--- config.mk ---
export PLATFORM = sky130hd
export DESIGN_NAME = linear_trajectory_interpolator
export DESIGN_NICKNAME = d
export VERILOG_FILES = /design/src/design/ltip_pkg.sv /design/src/design/ltip_ctrl.sv /design/src/design/ltip_dp.sv /design/src/design/linear_trajectory_interpolator.sv
export SDC_FILE = /design/constraint.sdc
export NUM_CORES = 2
export LEC_CHECK = 0
export ABC_AREA = 1
export CORE_MARGIN = 2
export CORE_UTILIZATION = 60
export DETAILED_ROUTE_END_ITERATION = 7
export DONT_BUFFER_PORTS = 1
export GPL_TIMING_DRIVEN = 0
export MAX_ROUTING_LAYER = met4
export PLACE_DENSITY_LB_ADDON = 0.15
export SLEW_MARGIN = 30
export SYNTH_ARGS = -nofsm -noshare
export SYNTH_HDL_FRONTEND = slang
export SYNTH_SLANG_ARGS = --single-unit
--- constraint.sdc ---
create_clock -name clk_i -period 22 [get_ports clk_i]
set_input_delay 1.1 -clock clk_i [delete_from_list [all_inputs] [get_ports clk_i]]
set_output_delay 1.1 -clock clk_i [all_outputs]
set_load 0.01 [all_outputs]
--- src/design/ltip_pkg.sv ---
package ltip_pkg;

  localparam int POS_W  = 24;
  localparam int FRAC_W = 16;
  localparam int PER_W  = 20;
  localparam int SPD_W  = 24;
  localparam int TIME_W = 32;
  localparam int DIF_W  = POS_W + 1;
  localparam int SQ_W   = 2 * DIF_W;
  localparam int ROOT_W = DIF_W;
  localparam int USEC_W = 20;
  localparam int PROD_W = ROOT_W + USEC_W;
  localparam int T_W    = FRAC_W + 1;
  localparam int LMUL_W = DIF_W + T_W + 1;
  localparam int CNT_W  = 6;

  localparam logic [PER_W-1:0]  PERIOD_DEFAULT = PER_W'(5000);
  localparam logic [SPD_W-1:0]  SPEED_FLOOR    = SPD_W'(10000);
  localparam logic [USEC_W-1:0] USEC_PER_S     = USEC_W'(1000000);
  localparam logic [T_W-1:0]    T_ONE          = T_W'(1) << FRAC_W;

  typedef enum logic [1:0] {
    ACT_SET_POS = 2'd0,
    ACT_SET_TGT = 2'd1,
    ACT_STOP    = 2'd2,
    ACT_TICK    = 2'd3
  } act_e;

  typedef struct packed {
    logic       latch_tgt;
    logic       setpos;
    logic       stop;
    logic       clr_done;
    logic       tick;
    logic       sq;
    logic       sqrt_init;
    logic       sqrt_step;
    logic       mul;
    logic       div_ld_time;
    logic       div_ld_t;
    logic       div_step;
    logic       seg_wr;
    logic       near;
    logic       jump;
    logic       t_one;
    logic       t_quot;
    logic       lerp;
    logic       fin;
    logic       emit;
    logic [1:0] axis;
  } ltip_cmd_t;

  typedef struct packed {
    logic active;
    logic dist_le1;
    logic seg_zero;
    logic el_ge_seg;
  } ltip_sts_t;

endpackage

--- src/design/ltip_ctrl.sv ---
module ltip_ctrl import ltip_pkg::*; (
  input  logic       clk_i,
  input  logic       rst_ni,
  input  logic       s_tvalid_i,
  input  logic [1:0] s_tuser_i,
  input  logic       m_tready_i,
  input  ltip_sts_t  sts_i,
  output logic       s_tready_o,
  output logic       m_tvalid_o,
  output ltip_cmd_t  cmd_o
);

  typedef enum logic [3:0] {
    S_IDLE, S_SQ, S_SQI, S_SQRT, S_NEAR, S_DLD, S_DIV, S_SEG,
    S_TCHK, S_TDIV, S_TQ, S_LERP, S_FIN, S_OUT
  } state_e;

  state_e           state_q, state_d;
  logic [CNT_W-1:0] cnt_q, cnt_d;
  logic             mvalid_q, mvalid_d;

  assign s_tready_o = (state_q == S_IDLE);
  assign m_tvalid_o = mvalid_q;

  always_comb begin
    cmd_o      = '0;
    cmd_o.axis = cnt_q[1:0];
    state_d    = state_q;
    cnt_d      = cnt_q;
    mvalid_d   = mvalid_q && !m_tready_i;
    case (state_q)
      S_IDLE: begin
        if (s_tvalid_i) begin
          cmd_o.clr_done = 1'b1;
          case (act_e'(s_tuser_i))
            ACT_SET_POS: cmd_o.setpos = 1'b1;
            ACT_STOP:    cmd_o.stop = 1'b1;
            ACT_SET_TGT: begin
              cmd_o.latch_tgt = 1'b1;
              cnt_d = '0;
              state_d = S_SQ;
            end
            ACT_TICK: begin
              if (sts_i.active) begin
                cmd_o.tick = 1'b1;
                state_d = S_TCHK;
              end else begin
                state_d = S_OUT;
              end
            end
            default: ;
          endcase
        end
      end
      S_SQ: begin
        cmd_o.sq = 1'b1;
        cnt_d = cnt_q + 1'b1;
        if (cnt_q == CNT_W'(2)) state_d = S_SQI;
      end
      S_SQI: begin
        cmd_o.sqrt_init = 1'b1;
        cnt_d = '0;
        state_d = S_SQRT;
      end
      S_SQRT: begin
        cmd_o.sqrt_step = 1'b1;
        cnt_d = cnt_q + 1'b1;
        if (cnt_q == CNT_W'(ROOT_W - 1)) state_d = S_NEAR;
      end
      S_NEAR: begin
        if (sts_i.dist_le1) begin
          cmd_o.near = 1'b1;
          state_d = S_OUT;
        end else begin
          cmd_o.mul = 1'b1;
          state_d = S_DLD;
        end
      end
      S_DLD: begin
        cmd_o.div_ld_time = 1'b1;
        cnt_d = '0;
        state_d = S_DIV;
      end
      S_DIV: begin
        cmd_o.div_step = 1'b1;
        cnt_d = cnt_q + 1'b1;
        if (cnt_q == CNT_W'(PROD_W - 1)) state_d = S_SEG;
      end
      S_SEG: begin
        cmd_o.seg_wr = 1'b1;
        state_d = S_IDLE;
      end
      S_TCHK: begin
        cnt_d = '0;
        if (sts_i.seg_zero) begin
          cmd_o.jump = 1'b1;
          state_d = S_OUT;
        end else if (sts_i.el_ge_seg) begin
          cmd_o.t_one = 1'b1;
          state_d = S_LERP;
        end else begin
          cmd_o.div_ld_t = 1'b1;
          state_d = S_TDIV;
        end
      end
      S_TDIV: begin
        cmd_o.div_step = 1'b1;
        cnt_d = cnt_q + 1'b1;
        if (cnt_q == CNT_W'(FRAC_W - 1)) state_d = S_TQ;
      end
      S_TQ: begin
        cmd_o.t_quot = 1'b1;
        cnt_d = '0;
        state_d = S_LERP;
      end
      S_LERP: begin
        cmd_o.lerp = 1'b1;
        cnt_d = cnt_q + 1'b1;
        if (cnt_q == CNT_W'(2)) state_d = S_FIN;
      end
      S_FIN: begin
        cmd_o.fin = 1'b1;
        state_d = S_OUT;
      end
      S_OUT: begin
        // hold the result until the output register is free
        if (!mvalid_q || m_tready_i) begin
          cmd_o.emit = 1'b1;
          mvalid_d = 1'b1;
          state_d = S_IDLE;
        end
      end
      default: state_d = S_IDLE;
    endcase
  end

  always_ff @(posedge clk_i or negedge rst_ni) begin
    if (!rst_ni) begin
      state_q  <= S_IDLE;
      cnt_q    <= '0;
      mvalid_q <= 1'b0;
    end else begin
      state_q  <= state_d;
      cnt_q    <= cnt_d;
      mvalid_q <= mvalid_d;
    end
  end

endmodule

--- src/design/ltip_dp.sv ---
module ltip_dp import ltip_pkg::*; (
  input  logic                    clk_i,
  input  logic                    rst_ni,
  input  ltip_cmd_t               cmd_i,
  input  logic signed [POS_W-1:0] in_x_i,
  input  logic signed [POS_W-1:0] in_y_i,
  input  logic signed [POS_W-1:0] in_z_i,
  input  logic [SPD_W-1:0]        in_speed_i,
  input  logic                    cfg_we_i,
  input  logic [PER_W-1:0]        cfg_data_i,
  output ltip_sts_t               sts_o,
  output logic signed [POS_W-1:0] out_x_o,
  output logic signed [POS_W-1:0] out_y_o,
  output logic signed [POS_W-1:0] out_z_o,
  output logic                    out_done_o,
  output logic                    out_moving_o
);

  logic signed [POS_W-1:0] start_q [3];
  logic signed [POS_W-1:0] end_q [3];
  logic signed [POS_W-1:0] sp_q [3];
  logic [TIME_W-1:0]       seg_q, el_q;
  logic                    active_q, done_q;
  logic [PER_W-1:0]        period_q;

  logic [SPD_W-1:0]  speed_q;
  logic [SQ_W-1:0]   acc_q, n_q, root_q, bit_q;
  logic [PROD_W-1:0] prod_q, num_q, quo_q;
  logic [TIME_W-1:0] rem_q, dvs_q;
  logic [T_W-1:0]    t_q;

  logic signed [DIF_W-1:0]  diff;
  logic [DIF_W-1:0]         absd;
  logic [SQ_W-1:0]          sq, sq_trial;
  logic                     sq_ge;
  logic [TIME_W:0]          dv_trial, el_sum;
  logic                     dv_ge;
  logic [PER_W-1:0]         per_eff;
  logic [TIME_W-1:0]        el_next, seg_sat;
  logic [SPD_W-1:0]         speed_eff;
  logic signed [LMUL_W-1:0] lmul, lsum;
  logic [1:0]               ax;

  assign ax   = cmd_i.axis;
  assign diff = DIF_W'(end_q[ax]) - DIF_W'(start_q[ax]);
  assign absd = diff[DIF_W-1] ? DIF_W'(-diff) : DIF_W'(diff);
  assign sq   = SQ_W'(absd) * SQ_W'(absd);

  assign sq_trial = root_q + bit_q;
  assign sq_ge    = (n_q >= sq_trial);

  assign dv_trial = {rem_q, num_q[PROD_W-1]};
  assign dv_ge    = (dv_trial >= {1'b0, dvs_q});

  assign per_eff = (period_q == '0) ? PERIOD_DEFAULT : period_q;
  assign el_sum  = {1'b0, el_q} + (TIME_W+1)'(per_eff);
  assign el_next = el_sum[TIME_W] ? '1 : el_sum[TIME_W-1:0];

  assign speed_eff = (speed_q <= SPD_W'(1)) ? SPEED_FLOOR : speed_q;
  assign seg_sat   = (|quo_q[PROD_W-1:TIME_W]) ? '1 : quo_q[TIME_W-1:0];

  // floor of d*t / 2^FRAC by arithmetic shift
  assign lmul = LMUL_W'(diff) * LMUL_W'($signed({1'b0, t_q}));
  assign lsum = (lmul >>> FRAC_W) + LMUL_W'(start_q[ax]);

  assign sts_o.active    = active_q;
  assign sts_o.dist_le1  = (root_q <= SQ_W'(1));
  assign sts_o.seg_zero  = (seg_q == '0);
  assign sts_o.el_ge_seg = (el_q >= seg_q);

  always_ff @(posedge clk_i or negedge rst_ni) begin
    if (!rst_ni) begin
      for (int i = 0; i < 3; i++) begin
        start_q[i] <= '0;
        end_q[i]   <= '0;
        sp_q[i]    <= '0;
      end
      seg_q    <= '0;
      el_q     <= '0;
      active_q <= 1'b0;
      done_q   <= 1'b0;
      period_q <= PERIOD_DEFAULT;
    end else begin
      if (cfg_we_i) period_q <= cfg_data_i;
      if (cmd_i.clr_done) done_q <= 1'b0;
      if (cmd_i.setpos) begin
        sp_q[0] <= in_x_i;
        sp_q[1] <= in_y_i;
        sp_q[2] <= in_z_i;
      end
      if (cmd_i.stop) active_q <= 1'b0;
      if (cmd_i.latch_tgt) begin
        for (int i = 0; i < 3; i++) start_q[i] <= sp_q[i];
        end_q[0] <= in_x_i;
        end_q[1] <= in_y_i;
        end_q[2] <= in_z_i;
        el_q     <= '0;
      end
      if (cmd_i.tick) el_q <= el_next;
      if (cmd_i.near || cmd_i.jump) begin
        for (int i = 0; i < 3; i++) sp_q[i] <= end_q[i];
        active_q <= 1'b0;
        done_q   <= 1'b1;
      end
      if (cmd_i.near) seg_q <= '0;
      if (cmd_i.seg_wr) begin
        seg_q    <= seg_sat;
        active_q <= 1'b1;
      end
      if (cmd_i.lerp) sp_q[ax] <= lsum[POS_W-1:0];
      if (cmd_i.fin && (t_q == T_ONE)) begin
        active_q <= 1'b0;
        done_q   <= 1'b1;
      end
    end
  end

  always_ff @(posedge clk_i) begin
    if (cmd_i.latch_tgt) speed_q <= in_speed_i;
    if (cmd_i.sq) acc_q <= (ax == 2'd0) ? sq : acc_q + sq;
    if (cmd_i.sqrt_init) begin
      n_q    <= acc_q;
      root_q <= '0;
      bit_q  <= SQ_W'(1) << (SQ_W - 2);
    end
    if (cmd_i.sqrt_step) begin
      if (sq_ge) begin
        n_q    <= n_q - sq_trial;
        root_q <= (root_q >> 1) + bit_q;
      end else begin
        root_q <= root_q >> 1;
      end
      bit_q <= bit_q >> 2;
    end
    if (cmd_i.mul) prod_q <= PROD_W'(root_q[ROOT_W-1:0]) * PROD_W'(USEC_PER_S);
    if (cmd_i.div_ld_time) begin
      num_q <= prod_q;
      rem_q <= '0;
      dvs_q <= TIME_W'(speed_eff);
      quo_q <= '0;
    end
    if (cmd_i.div_ld_t) begin
      num_q <= '0;
      rem_q <= el_q;
      dvs_q <= seg_q;
      quo_q <= '0;
    end
    if (cmd_i.div_step) begin
      rem_q <= dv_ge ? TIME_W'(dv_trial - {1'b0, dvs_q}) : dv_trial[TIME_W-1:0];
      quo_q <= {quo_q[PROD_W-2:0], dv_ge};
      num_q <= num_q << 1;
    end
    if (cmd_i.t_one) t_q <= T_ONE;
    if (cmd_i.t_quot) t_q <= {1'b0, quo_q[FRAC_W-1:0]};
    if (cmd_i.emit) begin
      out_x_o      <= sp_q[0];
      out_y_o      <= sp_q[1];
      out_z_o      <= sp_q[2];
      out_done_o   <= done_q;
      out_moving_o <= active_q;
    end
  end

endmodule

--- src/design/linear_trajectory_interpolator.sv ---
// Straight-line setpoint interpolator in micrometres, three axes.
// Input stream: s_tuser carries the command (set position, set target,
// stop, tick), s_tdata the coordinates and path speed. Output stream:
// m_tdata the setpoint, m_tlast marks the end of a segment, m_tuser
// says a segment is still in progress. Ticks always return one setpoint;
// a set target returns one only when the move is shorter than 2 um.
// cfg_* writes the control period in us (0 acts as 5000); write it idle.
// Set position and stop finish on acceptance; set target runs 3 square
// steps, a 25-step square root and a 45-step divide for the segment
// time, or skips the multiply and divide when the move is too short and
// the target is returned at once; an active tick runs a 16-step divide
// for the fraction and 3 shared lerp multiplies, skips the divide once
// elapsed reaches the segment time and both for a zero segment time.
// One item at a time; the shared shift-subtract divider sets the pace.
// The output register holds a result while m_tready is low; the next item
// is taken meanwhile and its result waits until the register frees up.
// Reset clears the stored positions (not the output register), timers
// and the active flag and sets the period to 5000 us.
module linear_trajectory_interpolator import ltip_pkg::*; (
  input  logic              clk_i,
  input  logic              rst_ni,
  input  logic              s_tvalid,
  output logic              s_tready,
  input  logic [95:0]       s_tdata,   // pos_x, pos_y, pos_z, speed_um_s
  input  logic [1:0]        s_tuser,   // action
  output logic              m_tvalid,
  input  logic              m_tready,
  output logic [71:0]       m_tdata,   // set_x, set_y, set_z
  output logic              m_tlast,   // done_res
  output logic              m_tuser,   // moving
  input  logic              cfg_valid_i,
  output logic              cfg_ready_o,
  input  logic [PER_W-1:0]  cfg_data_i
);

  ltip_cmd_t cmd;
  ltip_sts_t sts;
  logic signed [POS_W-1:0] ox, oy, oz;

  assign cfg_ready_o = 1'b1;

  ltip_ctrl u_ctrl (
    .clk_i      (clk_i),
    .rst_ni     (rst_ni),
    .s_tvalid_i (s_tvalid),
    .s_tuser_i  (s_tuser),
    .m_tready_i (m_tready),
    .sts_i      (sts),
    .s_tready_o (s_tready),
    .m_tvalid_o (m_tvalid),
    .cmd_o      (cmd)
  );

  ltip_dp u_dp (
    .clk_i        (clk_i),
    .rst_ni       (rst_ni),
    .cmd_i        (cmd),
    .in_x_i       (s_tdata[23:0]),
    .in_y_i       (s_tdata[47:24]),
    .in_z_i       (s_tdata[71:48]),
    .in_speed_i   (s_tdata[95:72]),
    .cfg_we_i     (cfg_valid_i),
    .cfg_data_i   (cfg_data_i),
    .sts_o        (sts),
    .out_x_o      (ox),
    .out_y_o      (oy),
    .out_z_o      (oz),
    .out_done_o   (m_tlast),
    .out_moving_o (m_tuser)
  );

  assign m_tdata = {oz, oy, ox};

`ifndef SYNTH
  a_done_not_moving: assert property (@(posedge clk_i) disable iff (!rst_ni)
    m_tvalid && m_tlast |-> !m_tuser)
    else $error("segment end reported while still moving");
  a_target_busy: assert property (@(posedge clk_i) disable iff (!rst_ni)
    s_tvalid && s_tready && (s_tuser == ACT_SET_TGT) |=> !s_tready)
    else $error("input taken during target setup");
  a_pos_no_result: assert property (@(posedge clk_i) disable iff (!rst_ni)
    !m_tvalid && s_tvalid && s_tready && (s_tuser == ACT_SET_POS) |=> !m_tvalid)
    else $error("set position produced a result");
`endif

endmodule

Word-level counts from Yosys, hierarchy flattened
Index checks and enable logic that the tools add are counted.
{"block": "word_totals", "reg_bits": 790, "in_bits": 123, "out_inout_bits": 77, "wordCells": 213}
{"block": "classes", "multipliers": 3, "order_cmp": 7, "eq_ne": 30, "n_reduce_logical": 28, "n_bitwise": 1, "muxes": 98, "add_sub_neg": 10}
{"cell": "2-to-1 mux 32 bit", "count": 12}
{"cell": "2-to-1 mux 50 bit", "count": 7}
{"cell": "2-to-1 mux 45 bit", "count": 6}
{"cell": "2-to-1 mux 72 bit", "count": 3}
{"cell": "2-to-1 mux 24 bit", "count": 6}
{"cell": "binary-select mux 24 bit (select 2 bit)", "count": 2}
{"cell": "2-to-1 mux 47 bit", "count": 2}
{"cell": "bitwise mux 72 bit", "count": 1}
{"cell": "one-hot mux 4 bit (13 select lines)", "count": 1}
{"cell": "adder 49 x 49 -> 50 bit", "count": 1}
{"cell": "adder 50 x 49 -> 50 bit", "count": 1}
{"cell": "adder 50 bit", "count": 1}
{"cell": "greater-or-equal comparator 50 bit", "count": 1}
{"cell": "less-or-equal comparator 50 x 1 -> 1 bit (second input constant)", "count": 1}
{"cell": "multiplier 25 x 25 -> 50 bit", "count": 1}
{"cell": "subtractor 50 bit", "count": 1}
{"cell": "demux 24 bit (select 2 bit)", "count": 1}
{"cell": "multiplier 25 x 18 -> 40 bit", "count": 1}
{"cell": "multiplier 25 x 14 -> 39 bit (second input constant)", "count": 1}
{"cell": "2-to-1 mux 1 bit", "count": 35}
{"cell": "adder 32 x 20 -> 33 bit", "count": 1}
{"cell": "greater-or-equal comparator 33 x 32 -> 1 bit", "count": 1}
{"cell": "greater-or-equal comparator 32 bit", "count": 1}
{"cell": "logical NOT 32 bit", "count": 1}
{"cell": "48 further kinds", "count": 88}

Longest topological paths before layout
{"block": "logic_depth", "depth_word": 10, "depth_mapped": 67, "mapped_depth_nobuf": 65}

Modules after synthesis
Synthesis repeated with hierarchy kept, for this count alone.
{"block": "unflattened", "cells_unflattened": 10965, "hier_area_um2": 88780.1}
{"mod": "ltip_dp", "area_each_um2": 87770.4, "n_inst": 1, "cells_per_inst": 10796, "seq_area_each_um2": 21366.7}
{"mod": "ltip_ctrl", "area_each_um2": 998.5, "n_inst": 1, "cells_per_inst": 167, "seq_area_each_um2": 275.3}
{"mod": "linear_trajectory_interpolator", "area_each_um2": 11.3, "n_inst": 1, "cells_per_inst": 2, "seq_area_each_um2": 0.0}

Worst setup path after synthesis
Ideal clock, no wire load.
{"block": "synth_timing", "path_kind": "register to register", "startpoint": "register u_ctrl.cnt_q[0]", "endpoint": "register u_dp.acc_q[41] (data pin)", "setup_ns": 0.254, "path_buffers": 3, "slack_ns": 11.218, "required_time_ns": 21.746, "t_arrival_ns": 10.528, "period_less_slack_ns": 10.782, "path_stages_with_launch": 59, "cell_sequence": "dfrtp_1 > inv_2 > clkbuf_1 > clkbuf_1 > o21ai_0 > o21ai_0 > ha_1 > fa_1 > inv_1 > nand2_1 > nand2_2 > inv_2 > nor3_2 > nand2_1 > nor2_2 > nand3_2 > nor3_4 > nand4_4 > [... 23 more ...] > o21ai_0 > or2_2 > a21oi_1 > inv_1 > a21oi_1 > xor2_1 > ha_1 > a21oi_1 > o21ai_0 > a21oi_1 > o21ai_0 > a21oi_1 > o21ai_0 > nand3_1 > nand2_1 > or2_2 > nand3_1 > nand2_1"}
{"block": "synth_via", "elab_chain_len": 10, "elab_cells_between_ends": 14, "cone_classes": "add/sub: 3; mul: 1; mux: 8; bitwise: 1; reduce/logical: 1"}
{"element": "start: declaration", "line": "ltip_ctrl.sv:19", "source": "logic [CNT_W-1:0] cnt_q, cnt_d;"}
{"element": "start signal: assignment", "line": "ltip_ctrl.sv:144", "source": "cnt_q <= cnt_d;"}
{"element": "inverter 2 -> 3 bit (not written as such)", "line": "ltip_dp.sv:45", "source": "assign diff = DIF_W'(end_q[ax]) - DIF_W'(start_q[ax]);"}
{"element": "binary-select mux 24 bit (select 2 bit)", "line": "ltip_dp.sv:45"}
{"element": "2-to-1 mux 24 bit (not written as such) (2 in a row)", "line": "ltip_dp.sv:45"}
{"element": "subtractor 24 x 24 -> 25 bit", "line": "ltip_dp.sv:45"}
{"element": "negation 25 bit", "line": "ltip_dp.sv:46", "source": "assign absd = diff[DIF_W-1] ? DIF_W'(-diff) : DIF_W'(diff);"}
{"element": "2-to-1 mux 25 bit", "line": "ltip_dp.sv:46"}
{"element": "multiplier 25 x 25 -> 50 bit", "line": "ltip_dp.sv:47", "source": "assign sq = SQ_W'(absd) * SQ_W'(absd);"}
{"element": "adder 50 bit", "line": "ltip_dp.sv:120", "source": "if (cmd_i.sq) acc_q <= (ax == 2'd0) ? sq : acc_q + sq;"}
{"element": "2-to-1 mux 50 bit (*)", "line": "ltip_dp.sv:120"}
{"element": "end signal: assignment", "line": "ltip_dp.sv:120"}
{"element": "end: declaration", "line": "ltip_dp.sv:27", "source": "logic [SQ_W-1:0] acc_q, n_q, root_q, bit_q;"}
Mark *: on every way between the ends. The rest lies on a longest branch, timed or not. The select of a mux whose other input is x is not followed.
A chain may end at the register's enable or synchronous reset.

Worst setup path after layout
{"block": "layout_timing", "startpoint": "register u_ctrl.cnt_q[1]", "endpoint": "register u_dp.acc_q[41] (data pin)"}
Same word-level chain as after synthesis.

==> impl_metrics.prom <==
# TYPE chip_impl_metric gauge
chip_impl_metric{name="final.setup_skew",unit="ps"} 47.42
chip_impl_metric{name="fraction_of_final_layout_cells_with_drive_strength_greater_than_1",unit="%"} 3.769
chip_impl_metric{name="die_area",unit="mm^2"} 0.1496
chip_impl_metric{name="core_region_area",unit="mm^2"} 0.1456
chip_impl_info{name="most-common-layout-cells",value="sky130_fd_sc_hd__inv_1, sky130_fd_sc_hd__nand2_1, sky130_fd_sc_hd__nor2_1"} 1
chip_impl_metric{name="yosys_register_bits",unit=""} 790
chip_impl_metric{name="globalRoute.totalOverflow",unit=""} 0
chip_impl_info{name="endpoint_kind",value="flop"} 1
chip_impl_metric{name="dp_hpwl",unit="mm"} 237.2
chip_impl_metric{name="grt_util_all_layers",unit="%"} 39.55
chip_impl_metric{name="floorplan.rows",unit=""} 140
chip_impl_metric{name="antenna_left",unit=""} 0
chip_impl_info{name="crit_type",value="reg -> reg"} 1
chip_impl_metric{name="vert_die_dim",unit="um"} 386.7
chip_impl_metric{name="synth.yosys.seq_area_share",unit="%"} 24.62
chip_impl_metric{name="max_freq",unit="MHz"} 67.55
chip_impl_info{name="setup.worst_path.start_class",value="flop"} 1
chip_impl_metric{name="die_w",unit="um"} 386.7
chip_impl_metric{name="post-synth-top-area-fraction",unit="%"} 22.03
chip_impl_metric{name="cts_resized",unit=""} 0
chip_impl_info{name="critical-path-top-delay-family",value="adder cells"} 1
chip_impl_metric{name="global_route_wire_length_before_repair",unit="mm"} 440.6
chip_impl_metric{name="placed_cells_incl_taps",unit=""} 12740
chip_impl_metric{name="post_layout_nonfiller_instances",unit=""} 12910
chip_impl_metric{name="critPathBufInv",unit=""} 12
chip_impl_info{name="run_status",value="complete, no violations"} 1
chip_impl_metric{name="floorplan.initialDensity",unit="%"} 60.38
chip_impl_metric{name="synthArstFlopShare",unit="%"} 39.62
chip_impl_metric{name="pre_cts_ws",unit="ps"} 7645
chip_impl_metric{name="gp_routability_congestion",unit=""} 1.086
chip_impl_metric{name="yosys.cell_types.count",unit=""} 77
chip_impl_info{name="hold_path_class",value="in -> async"} 1
chip_impl_metric{name="post-route-worst-setup-slack",unit="ps"} 7196
chip_impl_metric{name="power_density",unit="mW/mm^2"} 38.80
chip_impl_info{name="ys.flop_type",value="sky130_fd_sc_hd__edfxtp_1"} 1
chip_impl_metric{name="finalMaxSlewViolations",unit=""} 0
chip_impl_metric{name="post_synth.cell_area_avg",unit="um^2"} 8.147
chip_impl_metric{name="period_share",unit="%"} 67.29
chip_impl_metric{name="initial_antenna_violation_count",unit=""} 6
chip_impl_metric{name="port_buffers",unit=""} 0
chip_impl_metric{name="worst_ep_arrival_time",unit="ps"} 15270
chip_impl_metric{name="drv.max_cap_violation_count",unit=""} 0
chip_impl_metric{name="transition_time_at_the_pin_with_the_least_slew_margin",unit="ps"} 1256
chip_impl_metric{name="vdd_ir_drop_max",unit="mV"} 0.06167
chip_impl_metric{name="via_count_of_the_first_global_routing_pass",unit=""} 75800
chip_impl_metric{name="period_needed",unit="ps"} 14800
chip_impl_metric{name="final_nets",unit=""} 12720
chip_impl_metric{name="report.final.hold_viol_count",unit=""} 0
chip_impl_metric{name="post_cts.repair.setup_buffers",unit=""} 0
chip_impl_metric{name="tritoncts_buffer_count",unit=""} 88
chip_impl_metric{name="synth.cell_area",unit="mm^2"} 0.08789
chip_impl_info{name="layout_commonest_cell",value="sky130_fd_sc_hd__inv_1"} 1
chip_impl_metric{name="drt_wl_total",unit="mm"} 287.0
chip_impl_info{name="ys_top_cells_by_area",value="sky130_fd_sc_hd__fa_1, sky130_fd_sc_hd__edfxtp_1, sky130_fd_sc_hd__ha_1"} 1
chip_impl_metric{name="avgViaCountPerCell",unit=""} 5.863
chip_impl_metric{name="detail_route.wl_per_cell",unit="um"} 22.23
chip_impl_metric{name="critPathRequiredTime",unit="ps"} 22470
chip_impl_metric{name="io_pins",unit=""} 200
chip_impl_metric{name="drc",unit=""} 0
chip_impl_metric{name="worst_skew_pair.late_latency",unit="ps"} 710
chip_impl_metric{name="synth.yosys.warnings",unit=""} 0
chip_impl_metric{name="relSlewSlack",unit="%"} 16.26
chip_impl_metric{name="numClockSinks",unit=""} 790
chip_impl_info{name="synth_largest_area_cell",value="sky130_fd_sc_hd__fa_1"} 1
chip_impl_metric{name="hold_fix_buffer_count_after_cts",unit=""} 0
chip_impl_metric{name="first_iter_violations",unit=""} 7909
chip_impl_metric{name="leakage",unit="uW"} 0.04703
chip_impl_metric{name="cts.htree.levels",unit=""} 3
chip_impl_metric{name="routed-via-count",unit=""} 75680
chip_impl_info{name="tritoncts_clock_tree",value="yes"} 1
chip_impl_info{name="cts_root_buf",value="sky130_fd_sc_hd__clkbuf_16"} 1
chip_impl_metric{name="synthesis.instances",unit=""} 10790
chip_impl_metric{name="clk_transition_reported_paths",unit="ps"} 60
chip_impl_metric{name="timing.critical_path.fanout_max",unit=""} 11
chip_impl_metric{name="timing.final.setup_violations",unit=""} 0
chip_impl_info{name="worst_path_max_delay_cell",value="sky130_fd_sc_hd__clkbuf_1"} 1
chip_impl_metric{name="drtPass1Iterations",unit=""} 8
chip_impl_metric{name="grt_start_max_net_pins",unit=""} 314
chip_impl_metric{name="synthToLayoutAreaGrowth",unit="%"} 6.628
chip_impl_metric{name="worst_path_largest_cell_delay",unit="ps"} 670
chip_impl_metric{name="fin_setup_tns",unit="ps"} 0
chip_impl_info{name="rsz0062_at_grt",value="no"} 1
chip_impl_metric{name="clock_tree.buffer_depth",unit=""} 3
chip_impl_metric{name="synth-edff-count",unit=""} 425
path summary, 6_finish.rpt:
check                           startpoint          endpoint  slack (ps)  depth (start not counted)
setup / recovery           u_ctrl.cnt_q[1]    u_dp.acc_q[41]        7200                         50
hold / removal                      rst_ni     u_dp.sp_q[38]          80                          0
setup reg to reg           u_ctrl.cnt_q[1]    u_dp.acc_q[41]        7200                         50
hold reg to reg              u_dp.sp_q[55]   u_dp.out_x_o[7]         440                          0
max in group asynchronous           rst_ni  u_dp.period_q[4]       20890                          0
min in group clk_i           u_dp.sp_q[55]   u_dp.out_x_o[7]         440                          0
power by group:
group | internal, uW | leakage (uW) | switching (uW)
registers | 1580 | 0.00749 | 30.9
logic | 173 | 0.0381 | 326
clock network | 853 | 0.00141 | 672
total | 2610 | 0.0470 | 1030
layout make-up:
type | count | area [um^2]
multi-input combinational | 7506 | 56860
fill | 12660 | 51850
sequential | 790 | 21640
inverter | 2185 | 8204
tap | 1917 | 2399
clock buffer | 114 | 2362
buffer | 324 | 1366
clock inverter | 50 | 568.0
timing repair buffer | 16 | 304.0
antenna | 7 | 17.52
through the flow:
stage / util, % / hold WS [ps] / power (uW) / instance area (um^2)
3_3_place_gp: 62.07 / 456.4 / 2114 / 90360
2_1_floorplan: - / 424.9 / 1977 / 87960
6_report: 64.38 / 83.82 / 3636 / 93720
4_1_cts: 64.35 / 66.01 / 3629 / 93680
3_5_place_dp: 62.34 / 460.0 / 2125 / 90750
5_1_grt: 64.38 / 70.04 / 3758 / 93710
state kept, by name, indices dropped and copies added (netlist names), 4 cells and up:
signal          count
u_dp.seg_q         32
u_dp.bit_q         25
u_dp.n_q           50
u_dp.acc_q         50
u_dp.root_q        50
u_dp.speed_q       24
u_dp.end_q         72
u_dp.quo_q         45
u_dp.rem_q         32
u_dp.period_q      20
u_dp.start_q       72
u_dp.sp_q          72
u_ctrl.state_q      4
u_dp.num_q         39
u_dp.out_x_o       24
u_ctrl.cnt_q        6
u_dp.el_q          32
u_dp.t_q           17
u_dp.prod_q        39
u_dp.out_y_o       24
u_dp.out_z_o       24
u_dp.dvs_q         32
cell usage after synthesis (all sizes together) (2+ instances only):
cell type and n:
fa 967, nand2 2013, o21ai 823, ha 715
o41ai 2, o2111ai 8, mux2i 39, nor3b 3
dfxtp 52, o311ai 5, xnor2 126, or2 26
conb 2, o211ai 61, a21oi 602, dfrtp 308
a21o 23, o21bai 34, a211oi 12, a31oi 68
nor4 78, and3 9, mux2 18, inv 2178
a31o 6, edfxtp 425, o221ai 10, dfstp 5
o21a 62, a22oi 3, nand3b 15, nor2 1020
a21boi 9, nand4 84, o22ai 26, nand3 268
xor2 220, nor3 93, a221oi 8, clkinv 7
and2 4, a311o 2, buf 82, o31ai 15
clkbuf 242
routing by layer:
metal	GRT usage (%)	wire, um	part of all wire, %	vias to the layer above
li1	-	-	-	34410
met1	53.32	119300	42	36920
met2	58.98	125700	44	3661
met3	9.045	29690	10	694
met4	13.74	12270	4.3	0
met5	-	0	0	-
cell families (layout without fill, tap and decap cells):
family | Yosys count | count (layout) | share of synthesized area, %
and+or+nand+nor | 3617 | 3617 | 16.90
buffers and inverters | 2509 | 2689 | 10.89
AOI/OAI and AO/OA | 1784 | 1784 | 11.15
adders and majority gates | 1682 | 1682 | 32.20
DFF | 790 | 790 | 24.62
xor gates and xnor gates | 347 | 347 | 3.560
muxes | 57 | 57 | 0.6748
other | 2 | 26 | 0.008544
Power figures use the tool's default switching activity.
